**src/design/assert_macros.svh**
```systemverilog
// Assertion macros used by the top-level design file.
`ifndef ASSERT_MACROS_SVH
`define ASSERT_MACROS_SVH
`ifndef ASSERT_OFF
`define KF_ASSERT(lbl, prop, msg) \
    lbl: assert property (@(posedge clk) disable iff (!rst_n) (prop)) else $error(msg);
`define KF_ASSERT_IMPL(lbl, ante, cons, msg) \
    lbl: assert property (@(posedge clk) disable iff (!rst_n) (ante) |-> (cons)) else $error(msg);
`define KF_ASSERT_NEXT(lbl, ante, cons, msg) \
    lbl: assert property (@(posedge clk) disable iff (!rst_n) (ante) |=> (cons)) else $error(msg);
`else
`define KF_ASSERT(lbl, prop, msg)
`define KF_ASSERT_IMPL(lbl, ante, cons, msg)
`define KF_ASSERT_NEXT(lbl, ante, cons, msg)
`endif
`endif

```
**src/design/kf3_pkg.sv**
```systemverilog
// Types, constants and helper functions of the three-axis Kalman filter.
package kf3_pkg;

    localparam logic signed [31:0] COV_ONE = 32'sd16777216;
    localparam logic signed [63:0] COV_HALF = 64'sd8388608;

    localparam logic REG_SENSOR_MODE = 1'b0;
    localparam logic REG_PROCESS_NOISE = 1'b1;

    typedef logic [5:0] rf_addr_t;

    localparam rf_addr_t A_P = 6'd0;
    localparam rf_addr_t A_PP = 6'd9;
    localparam rf_addr_t A_SM = 6'd18;
    localparam rf_addr_t A_COF = 6'd27;
    localparam rf_addr_t A_K = 6'd36;
    localparam rf_addr_t A_INNOV = 6'd45;
    localparam rf_addr_t A_PREV = 6'd48;
    localparam rf_addr_t A_IK = 6'd54;
    localparam rf_addr_t A_DET = 6'd63;

    typedef struct packed {
        logic               cmd;
        logic signed [31:0] sample_x;
        logic signed [31:0] sample_y;
        logic signed [31:0] sample_z;
    } in_item_t;

    typedef struct packed {
        logic signed [31:0] est_x;
        logic signed [31:0] est_y;
        logic signed [31:0] est_z;
    } out_item_t;

    typedef enum logic [1:0] {OPK_ADD, OPK_MUL, OPK_DIV} op_kind_t;
    typedef enum logic [1:0] {AS_MEM, AS_SAMPLE, AS_ONE, AS_ZERO} a_src_t;
    typedef enum logic [2:0] {BS_MEM, BS_ZERO, BS_NOISE, BS_QCONST, BS_ACC} b_src_t;

    typedef struct packed {
        op_kind_t   kind;
        a_src_t     a_src;
        b_src_t     b_src;
        logic       neg;
        logic       clr;
        logic       wr;
        logic       out_en;
        logic [1:0] lane;
        rf_addr_t   a_addr;
        rf_addr_t   b_addr;
        rf_addr_t   dst;
    } uop_t;

    typedef struct packed {
        logic load_in;
        logic restart;
        logic ex;
        logic ac;
        logic dv;
        logic div_start;
        logic push;
        uop_t uop;
    } dp_cmd_t;

    typedef struct packed {
        logic div_done;
        logic div_busy;
        logic out_free;
    } dp_sts_t;

    function automatic logic signed [31:0] sat32(input logic signed [49:0] v);
        logic signed [31:0] r;
        if (v > 50'sd2147483647)
        begin
            r = 32'sh7FFFFFFF;
        end
        else if (v < -50'sd2147483648)
        begin
            r = 32'sh80000000;
        end
        else
        begin
            r = v[31:0];
        end
        return r;
    endfunction

    function automatic logic [1:0] inc3(input logic [1:0] x);
        return (x == 2'd2) ? 2'd0 : x + 2'd1;
    endfunction

    function automatic logic [3:0] idx3(input logic [1:0] r, input logic [1:0] c);
        return {2'b00, r} + {1'b0, r, 1'b0} + {2'b00, c};
    endfunction

    function automatic logic is_diag(input logic [3:0] i);
        return (i == 4'd0) || (i == 4'd4) || (i == 4'd8);
    endfunction

    function automatic logic signed [31:0] q_const(input logic [3:0] i, input logic gyro);
        logic signed [31:0] v;
        if (gyro)
        begin
            v = is_diag(i) ? COV_ONE : 32'sd0;
        end
        else
        begin
            case (i)
                4'd0:    v = 32'sd11147;
                4'd1:    v = 32'sd1181;
                4'd2:    v = 32'sd1171;
                4'd3:    v = 32'sd1181;
                4'd4:    v = 32'sd16403;
                4'd5:    v = 32'sd4594;
                4'd6:    v = 32'sd1171;
                4'd7:    v = 32'sd4594;
                4'd8:    v = 32'sd15432;
                default: v = 32'sd0;
            endcase
        end
        return v;
    endfunction

    function automatic logic signed [31:0] rf_default(input rf_addr_t a);
        return ((a == 6'd0) || (a == 6'd4) || (a == 6'd8)) ? COV_ONE : 32'sd0;
    endfunction

endpackage

```
**src/design/kf3_ctrl.sv**
```systemverilog
// Controller: sequences the filter update one operation at a time.
module kf3_ctrl (
    input  logic              clk,
    input  logic              rst_n,
    input  logic              in_valid,
    input  logic              in_cmd,
    output logic              in_ready,
    output kf3_pkg::dp_cmd_t  cmd,
    input  kf3_pkg::dp_sts_t  sts
);
    import kf3_pkg::*;

    typedef enum logic [2:0] {ST_IDLE, ST_RD, ST_EX, ST_AC, ST_DV, ST_PUSH} state_t;
    typedef enum logic [3:0] {
        PH_FIRST, PH_PP, PH_SM, PH_COF, PH_DET, PH_M, PH_INNOV, PH_EST, PH_IK, PH_P
    } phase_t;

    state_t     state_reg, state_next;
    phase_t     phase_reg, phase_next;
    logic [1:0] r_reg, r_next;
    logic [1:0] c_reg, c_next;
    logic [1:0] t_reg, t_next;
    logic       primed_reg, primed_next;

    uop_t       uop;
    logic [3:0] idx;
    logic [1:0] r1, r2, c1, c2;
    logic [1:0] end_t;
    logic       row_only;
    logic       uop_end;
    logic       accept;
    phase_t     phase_after;

    assign idx = idx3(r_reg, c_reg);
    assign r1 = inc3(r_reg);
    assign r2 = inc3(r1);
    assign c1 = inc3(c_reg);
    assign c2 = inc3(c1);
    assign accept = in_valid && (state_reg == ST_IDLE);

    always_comb
    begin
        uop = '{kind: OPK_ADD, a_src: AS_ZERO, b_src: BS_ZERO, neg: 1'b0, clr: 1'b0,
                wr: 1'b0, out_en: 1'b0, lane: 2'd0, a_addr: A_P, b_addr: A_P, dst: A_P};
        case (phase_reg)
            PH_FIRST:
            begin
                uop.a_src = AS_SAMPLE;
                uop.a_addr = {4'd0, r_reg};
                uop.dst = A_PREV + {4'd0, r_reg};
                uop.out_en = 1'b1;
                uop.lane = r_reg;
            end
            PH_PP:
            begin
                uop.a_src = AS_MEM;
                uop.a_addr = A_P + {2'd0, idx};
                uop.b_src = is_diag(idx) ? BS_NOISE : BS_ZERO;
                uop.dst = A_PP + {2'd0, idx};
            end
            PH_SM:
            begin
                uop.a_src = AS_MEM;
                uop.a_addr = A_PP + {2'd0, idx};
                uop.b_src = BS_QCONST;
                uop.b_addr = {2'd0, idx};
                uop.dst = A_SM + {2'd0, idx};
            end
            PH_COF:
            begin
                uop.kind = OPK_MUL;
                uop.a_src = AS_MEM;
                uop.b_src = BS_MEM;
                uop.dst = A_COF + {2'd0, idx};
                if (t_reg == 2'd0)
                begin
                    uop.clr = 1'b1;
                    uop.a_addr = A_SM + {2'd0, idx3(r1, c1)};
                    uop.b_addr = A_SM + {2'd0, idx3(r2, c2)};
                end
                else
                begin
                    uop.neg = 1'b1;
                    uop.wr = 1'b1;
                    uop.a_addr = A_SM + {2'd0, idx3(r1, c2)};
                    uop.b_addr = A_SM + {2'd0, idx3(r2, c1)};
                end
            end
            PH_DET:
            begin
                uop.kind = OPK_MUL;
                uop.a_src = AS_MEM;
                uop.b_src = BS_MEM;
                uop.a_addr = A_SM + {4'd0, t_reg};
                uop.b_addr = A_COF + {4'd0, t_reg};
                uop.clr = (t_reg == 2'd0);
                uop.wr = (t_reg == 2'd2);
                uop.dst = A_DET;
            end
            PH_M:
            begin
                uop.a_src = AS_MEM;
                uop.b_src = BS_MEM;
                uop.dst = A_K + {2'd0, idx};
                if (t_reg == 2'd3)
                begin
                    uop.kind = OPK_DIV;
                    uop.b_addr = A_DET;
                end
                else
                begin
                    uop.kind = OPK_MUL;
                    uop.a_addr = A_PP + {2'd0, idx3(r_reg, t_reg)};
                    uop.b_addr = A_COF + {2'd0, idx3(c_reg, t_reg)};
                    uop.clr = (t_reg == 2'd0);
                end
            end
            PH_INNOV:
            begin
                uop.a_src = AS_SAMPLE;
                uop.a_addr = {4'd0, r_reg};
                uop.b_src = BS_MEM;
                uop.b_addr = A_PREV + {4'd0, r_reg};
                uop.neg = 1'b1;
                uop.dst = A_INNOV + {4'd0, r_reg};
            end
            PH_EST:
            begin
                uop.a_src = AS_MEM;
                if (t_reg == 2'd3)
                begin
                    uop.a_addr = A_PREV + {4'd0, r_reg};
                    uop.b_src = BS_ACC;
                    uop.dst = A_PREV + {4'd0, r_reg};
                    uop.out_en = 1'b1;
                    uop.lane = r_reg;
                end
                else
                begin
                    uop.kind = OPK_MUL;
                    uop.b_src = BS_MEM;
                    uop.a_addr = A_K + {2'd0, idx3(r_reg, t_reg)};
                    uop.b_addr = A_INNOV + {4'd0, t_reg};
                    uop.clr = (t_reg == 2'd0);
                end
            end
            PH_IK:
            begin
                uop.a_src = is_diag(idx) ? AS_ONE : AS_ZERO;
                uop.b_src = BS_MEM;
                uop.b_addr = A_K + {2'd0, idx};
                uop.neg = 1'b1;
                uop.dst = A_IK + {2'd0, idx};
            end
            PH_P:
            begin
                uop.kind = OPK_MUL;
                uop.a_src = AS_MEM;
                uop.b_src = BS_MEM;
                uop.a_addr = A_IK + {2'd0, idx3(r_reg, t_reg)};
                uop.b_addr = A_PP + {2'd0, idx3(t_reg, c_reg)};
                uop.clr = (t_reg == 2'd0);
                uop.wr = (t_reg == 2'd2);
                uop.dst = A_P + {2'd0, idx};
            end
            default:
            begin
                uop.kind = OPK_ADD;
            end
        endcase
    end

    always_comb
    begin
        case (phase_reg)
            PH_COF:  end_t = 2'd1;
            PH_DET:  end_t = 2'd2;
            PH_M:    end_t = 2'd3;
            PH_EST:  end_t = 2'd3;
            PH_P:    end_t = 2'd2;
            default: end_t = 2'd0;
        endcase
        case (phase_reg)
            PH_PP:    phase_after = PH_SM;
            PH_SM:    phase_after = PH_COF;
            PH_COF:   phase_after = PH_DET;
            PH_DET:   phase_after = PH_M;
            PH_M:     phase_after = PH_INNOV;
            PH_INNOV: phase_after = PH_EST;
            PH_EST:   phase_after = PH_IK;
            PH_IK:    phase_after = PH_P;
            default:  phase_after = PH_FIRST;
        endcase
        row_only = (phase_reg == PH_FIRST) || (phase_reg == PH_INNOV) || (phase_reg == PH_EST);
    end

    always_comb
    begin
        uop_end = 1'b0;
        case (state_reg)
            ST_EX:   uop_end = (uop.kind == OPK_ADD);
            ST_AC:   uop_end = 1'b1;
            ST_DV:   uop_end = sts.div_done;
            default: uop_end = 1'b0;
        endcase
    end

    always_comb
    begin
        state_next = state_reg;
        phase_next = phase_reg;
        r_next = r_reg;
        c_next = c_reg;
        t_next = t_reg;
        primed_next = primed_reg;
        case (state_reg)
            ST_IDLE:
            begin
                if (accept)
                begin
                    if (in_cmd)
                    begin
                        primed_next = 1'b0;
                    end
                    else
                    begin
                        primed_next = 1'b1;
                        phase_next = primed_reg ? PH_PP : PH_FIRST;
                        r_next = 2'd0;
                        c_next = 2'd0;
                        t_next = 2'd0;
                        state_next = ST_RD;
                    end
                end
            end
            ST_RD:
            begin
                state_next = ST_EX;
            end
            ST_EX:
            begin
                case (uop.kind)
                    OPK_MUL: state_next = ST_AC;
                    OPK_DIV: state_next = ST_DV;
                    default: state_next = ST_EX;
                endcase
            end
            ST_AC, ST_DV, ST_PUSH:
            begin
                if (state_reg == ST_PUSH && sts.out_free)
                begin
                    state_next = ST_IDLE;
                end
            end
            default:
            begin
                state_next = ST_IDLE;
            end
        endcase
        if (uop_end)
        begin
            state_next = ST_RD;
            if (t_reg != end_t)
            begin
                t_next = t_reg + 2'd1;
            end
            else
            begin
                t_next = 2'd0;
                if (row_only || (phase_reg == PH_DET) || (c_reg == 2'd2))
                begin
                    c_next = 2'd0;
                    if ((phase_reg == PH_DET) || (r_reg == 2'd2))
                    begin
                        r_next = 2'd0;
                        if ((phase_reg == PH_FIRST) || (phase_reg == PH_P))
                        begin
                            state_next = ST_PUSH;
                        end
                        phase_next = phase_after;
                    end
                    else
                    begin
                        r_next = r_reg + 2'd1;
                    end
                end
                else
                begin
                    c_next = c_reg + 2'd1;
                end
            end
        end
    end

    always_ff @(posedge clk or negedge rst_n)
    begin
        if (!rst_n)
        begin
            state_reg <= ST_IDLE;
            phase_reg <= PH_FIRST;
            r_reg <= 2'd0;
            c_reg <= 2'd0;
            t_reg <= 2'd0;
            primed_reg <= 1'b0;
        end
        else
        begin
            state_reg <= state_next;
            phase_reg <= phase_next;
            r_reg <= r_next;
            c_reg <= c_next;
            t_reg <= t_next;
            primed_reg <= primed_next;
        end
    end

    assign in_ready = (state_reg == ST_IDLE);
    assign cmd.load_in = accept;
    assign cmd.restart = accept && in_cmd;
    assign cmd.ex = (state_reg == ST_EX);
    assign cmd.ac = (state_reg == ST_AC);
    assign cmd.dv = (state_reg == ST_DV);
    assign cmd.div_start = (state_reg == ST_EX) && (uop.kind == OPK_DIV);
    assign cmd.push = (state_reg == ST_PUSH) && sts.out_free;
    assign cmd.uop = uop;

endmodule

```
**config.mk**
```make
export PLATFORM = sky130hd
export DESIGN_NAME = kf3_ctrl
export DESIGN_NICKNAME = d
export VERILOG_FILES = /design/src/design/assert_macros.svh /design/src/design/kf3_pkg.sv /design/src/design/kf3_ctrl.sv
export SDC_FILE = /design/constraint.sdc
export NUM_CORES = 1
export LEC_CHECK = 0
export BUFFER_PORTS_ARGS = -buffer_cell sky130_fd_sc_hd__buf_2
export CAP_MARGIN = 20
export CELL_PAD_IN_SITES_DETAIL_PLACEMENT = 1
export CELL_PAD_IN_SITES_GLOBAL_PLACEMENT = 1
export CORE_MARGIN = 3
export CORE_UTILIZATION = 40
export CTS_CLUSTER_DIAMETER = 150
export DETAILED_ROUTE_END_ITERATION = 7
export PLACE_DENSITY_LB_ADDON = 0.1
export SYNTH_ARGS = -nofsm -noshare
export SYNTH_HDL_FRONTEND = slang
export SYNTH_SLANG_ARGS = --single-unit
```
**constraint.sdc**
```tcl
create_clock -name clk -period 2.9 [get_ports clk]
set_clock_uncertainty 0.05 [all_clocks]
set_input_delay 0.29 -clock clk [delete_from_list [all_inputs] [get_ports clk]]
set_output_delay 0.29 -clock clk [all_outputs]
set_load 0.02 [all_outputs]
```
Yosys cells after proc, flatten, opt, wreduce, memory -nomap -nowiden
Memory sizes are Yosys's and may differ from the RTL's. Index checks and enable logic that the tools add are counted.

Memories kept: 1. ROM bits: 64. Bits of input ports: 7. Word-level logic and storage cells: 171. Output and inout bits: 39. Flip-flop bits (word level): 14.

Equal/unequal tests: 29. Reductions and logical operators: 30. Add/sub/neg operators: 37. Muxes and demuxes: 68.

Memory list: (no name shown) (words 16, bits a word 4, read ports 1, clocked after memory_dff 0, write ports 0, line kf3_ctrl.sv:183) `case (phase_reg)`.

Operators with widths (count): one-hot mux 6 bit (8 select lines) (2); one-hot mux 6 bit (10 select lines) (1); 2-to-1 mux 2 bit (24); adder 5 x 4 -> 6 bit (first input constant) (7); adder 4 x 2 -> 4 bit (8); 2-to-1 mux 3 bit (10); 2-to-1 mux 4 bit (7); 2-to-1 mux 6 bit (4); one-hot mux 3 bit (4 select lines) (2); adder 2 x 3 -> 4 bit (5); equality test 4 x 3 -> 1 bit (second input constant) (5); one-hot mux 2 bit (3 select lines) (3); adder 4 x 4 -> 5 bit (first input constant) (3); equality test 2 bit (second input constant) (7); adder 5 x 2 -> 6 bit (first input constant) (2); adder 5 x 5 -> 6 bit (first input constant) (2); adder 6 x 2 -> 6 bit (first input constant) (2); adder 6 x 4 -> 6 bit (first input constant) (2); equality test 4 bit (second input constant) (3); 2-to-1 mux 12 bit (1); one-hot mux 3 bit (2 select lines) (2); adder 2 x 1 -> 2 bit (second input constant) (5); equality test 4 x 2 -> 1 bit (second input constant) (2); logical NOT 4 bit (2); other kinds (26) (53).

Logic depth before layout (Yosys ltp)
Depth after elaboration: 9. Mapped depth: 15. Gate-level depth less buffers: 15.

Worst setup path before layout
Ideal clock, no wire load.

Path type: register to output. Start point: reg r_reg[0]. End point: out cmd[5] (netlist name). Required time: 2560 ps. Cell stages (with the launch flop): 12. Slack: -567 ps. Arrival: 3127 ps. Path buffers: 0. Cell sequence: dfrtp_1 inv_1 ha_1 inv_1 fa_1 inv_1 ha_1 inv_1 ha_1 o21ai_0 a2111oi_0 o311ai_0.

RTL lines: start, declared (line kf3_ctrl.sv:20) `logic [1:0] r_reg, r_next;`; start signal, assigned (line kf3_ctrl.sv:310) `r_reg <= r_next;`; end, declared (line kf3_ctrl.sv:8) `output kf3_pkg::dp_cmd_t cmd,`.

==> metrics.txt <==
status=finished with violations; failing checks=negative setup slack; CTS tree=yes; cell mode on critical path=ha_4; R2R cell count=9; Detailed Route WL=16500 um; CP Class=reg -> out; DRC errors left=0; Synth Net Count=530; Final ANT Viol Nets=0; relative slew slack=0.610; GRT Overall Usage=0.316; number of global-route vias before repair=4388; share of cells above drive strength 1=0.447; unrepaired setup endpoints after global routing=true; # port buffers=44; share of the yosys chip area belonging to registers=0.0997; Clock Latency Late Sink=0.25 ns; Chip Width=99.7 um; H-tree Lvls=1; hold crit path type=in -> reg; area grow syn2layout=49.3%; Vias/cell=6.13; antenna violations before repair=0; Ys Warns=0; Core Region=0.00838 mm2; post-synthesis cell area=0.00351 mm2; WL met2=8350 um; period utilization=1.21; final slew viol count=0; Startpoint Class=register; Vias=4211; # diodes=0; critical register-to-register path startpoint=phase_reg[1]; P_leak=2.36 nW; Worst-Margin Slew=0.585 ns; Synth cell types=77; Layout fillers=978; GRT Residual Overflow=0; Die ar.=0.00995 mm2; die height=99.7 um; largest net degree at the start of global routing=19; routability-driven placement congestion ratio=0.935; RR Endpoint=phase_reg[0]; Worst path top cell family by delay=adder cells; final hold violation count=0; WHS Endpoint=state_reg[0]; dpl hpwl=11100 um; CP cell instances=inv_2 -> ha_4 -> nor4_4 -> fa_1 -> mux2_4 -> ha_4 -> ha_4 -> inv_4 -> nor2_2 -> a21oi_1 -> o22ai_1 -> a21oi_1 -> nand2_2 -> buf_6; Mapped Cells=463; Hold Crit Start=sts[2]; mean post-synth cell area=7.59 um2; commonest non-fill, non-tap cell in the layout=buf_4; Max Cap Violations=0; origin of the worst setup path=c_reg[0]; first-pass GRT wire length=24600 um; total CTS buffers=3; FF-to-FF setup slack=0.23 ns; Sink Count=14; metal3 WL=779 um; register area=353 um2; Post-synth EDFFs=0; Crit. End Element=output pin; final core occ=0.626; Post-synth ARST share=1.00; Min Hold Slack=0.319 ns; crit-path max FO=3; PnR worst setup slack=-0.623 ns; met1 wire length=6540 um; CTS root buf=clkbuf_8; Hold Path Stages=3; Most used DFF post-synth=dfrtp_1; Buf/Inv on CP=3; Max Buffers Root-to-Sink=2; drt pass-1 iters=5; max reg flops=4; minimum clock period=3.52 ns; Initial DRC Count=281; Critical Path Slowest Stage Cell=fa_1; highest metal layer with signal wires=met4; fin cells=687; Yosys reg bits=14; area taken by multi-input logic gates=0.00342 mm2; placed cells=650; Clk pin slew, worst setup/hold paths=0.07 ns; wire per inst=24.0 um; CP peak stage delay=0.51 ns; f_max=0.284 GHz; required time of the critical path=2.56 ns; P per Cell Area=1430 mW/mm2; FP Rows=33; setup violators final=18; commonest non-fill, non-tap cells in the layout=buf_4 (96), nand2_1 (43), a21oi_1 (39), o21ai_0 (30), ha_1 (28); Starting Density=0.419; VDD IR max=0.000741 V; critical path arrival=3.18 ns; # IOs=46; Final nets=650
## area by class of cell
cell class,count,share of cell area
multi-input combinational,380,0.653
timing repair buffer,146,0.213
sequential,14,0.0673
inverter,38,0.0315
tap,105,0.0250
clock buffer,4,0.0105
## power breakdown
part           total, mW  internal [mW]  switching [mW]
Clock              0.203          0.121          0.0822
Sequential         0.363          0.263          0.0996
Combinational       6.96           3.23            3.73
## tightest hold or removal path, stage by stage
cell and delay, ns:
buf_2 0.10, o21ai_0 0.07, o21ai_0 0.13
## Yosys cell counts, types with 6 or more instances
master	instances	share of area
a21oi_1	43	0.061
dfrtp_1	14	0.10
o21ai_0	40	0.057
fa_1	9	0.051
nor2_1	22	0.023
inv_1	36	0.038
nand2b_1	13	0.023
xnor2_1	9	0.022
nor3_1	6	0.0085
nand2_1	47	0.050
ha_1	51	0.18
buf_2	9	0.013
mux2i_1	13	0.037
clkbuf_1	14	0.015
nor2b_1	10	0.018
a221oi_1	6	0.015
nand3_1	14	0.020
## metal layers
layer,global-route usage,vias to the layer above
li1,-,1904
met3,0.0414,64
met4,0.145,0
met2,0.558,183
met5,0,-
met1,0.379,2060
## worst max path at each step
| stage | endpoint | slack [ns] | cells past startpoint |
|---|---|---|---|
| CTS | cmd[9] | -0.49 | 14 |
| detailed placement | cmd[9] | -0.29 | 16 |
| finish | cmd[9] | -0.62 | 14 |
| floorplan | cmd[5] | -0.10 | 12 |
| global placement | cmd[9] | -0.17 | 16 |
| global route | cmd[9] | -0.71 | 14 |
## logic make-up (layout without fill, tap and decap cells)
logic type / Yosys count / count (layout) / synth area share
buf+inv: 69 / 188 / 0.0908
flops: 14 / 14 / 0.0997
mux: 15 / 15 / 0.0434
compound gates: 145 / 145 / 0.273
fa+ha+maj: 60 / 60 / 0.233
simple gates: 145 / 145 / 0.213
xor+xnor: 15 / 15 / 0.0481
## repair_timing
action                                  CTS  global route
hold buffers                              1             0
gates resized for setup                 105            26
pin swaps                                32            23
hold endpoints to repair                 14             0
buffers inserted                         21            17
endpoints found under the setup margin   18            22
## per-stage QoR
step	TNS, ns	power (mW)	cell area (um2)	setup slack, ns
floorplan	-0.181	3.53	3730	-0.102
global placement	-0.832	5.17	4440	-0.168
detailed placement	-1.37	5.39	4440	-0.285
CTS	-4.15	6.85	5070	-0.490
global route	-7.36	7.99	5250	-0.715
finish	-5.53	7.53	5250	-0.623
Note: power is estimated with default switching activity, not from simulation.
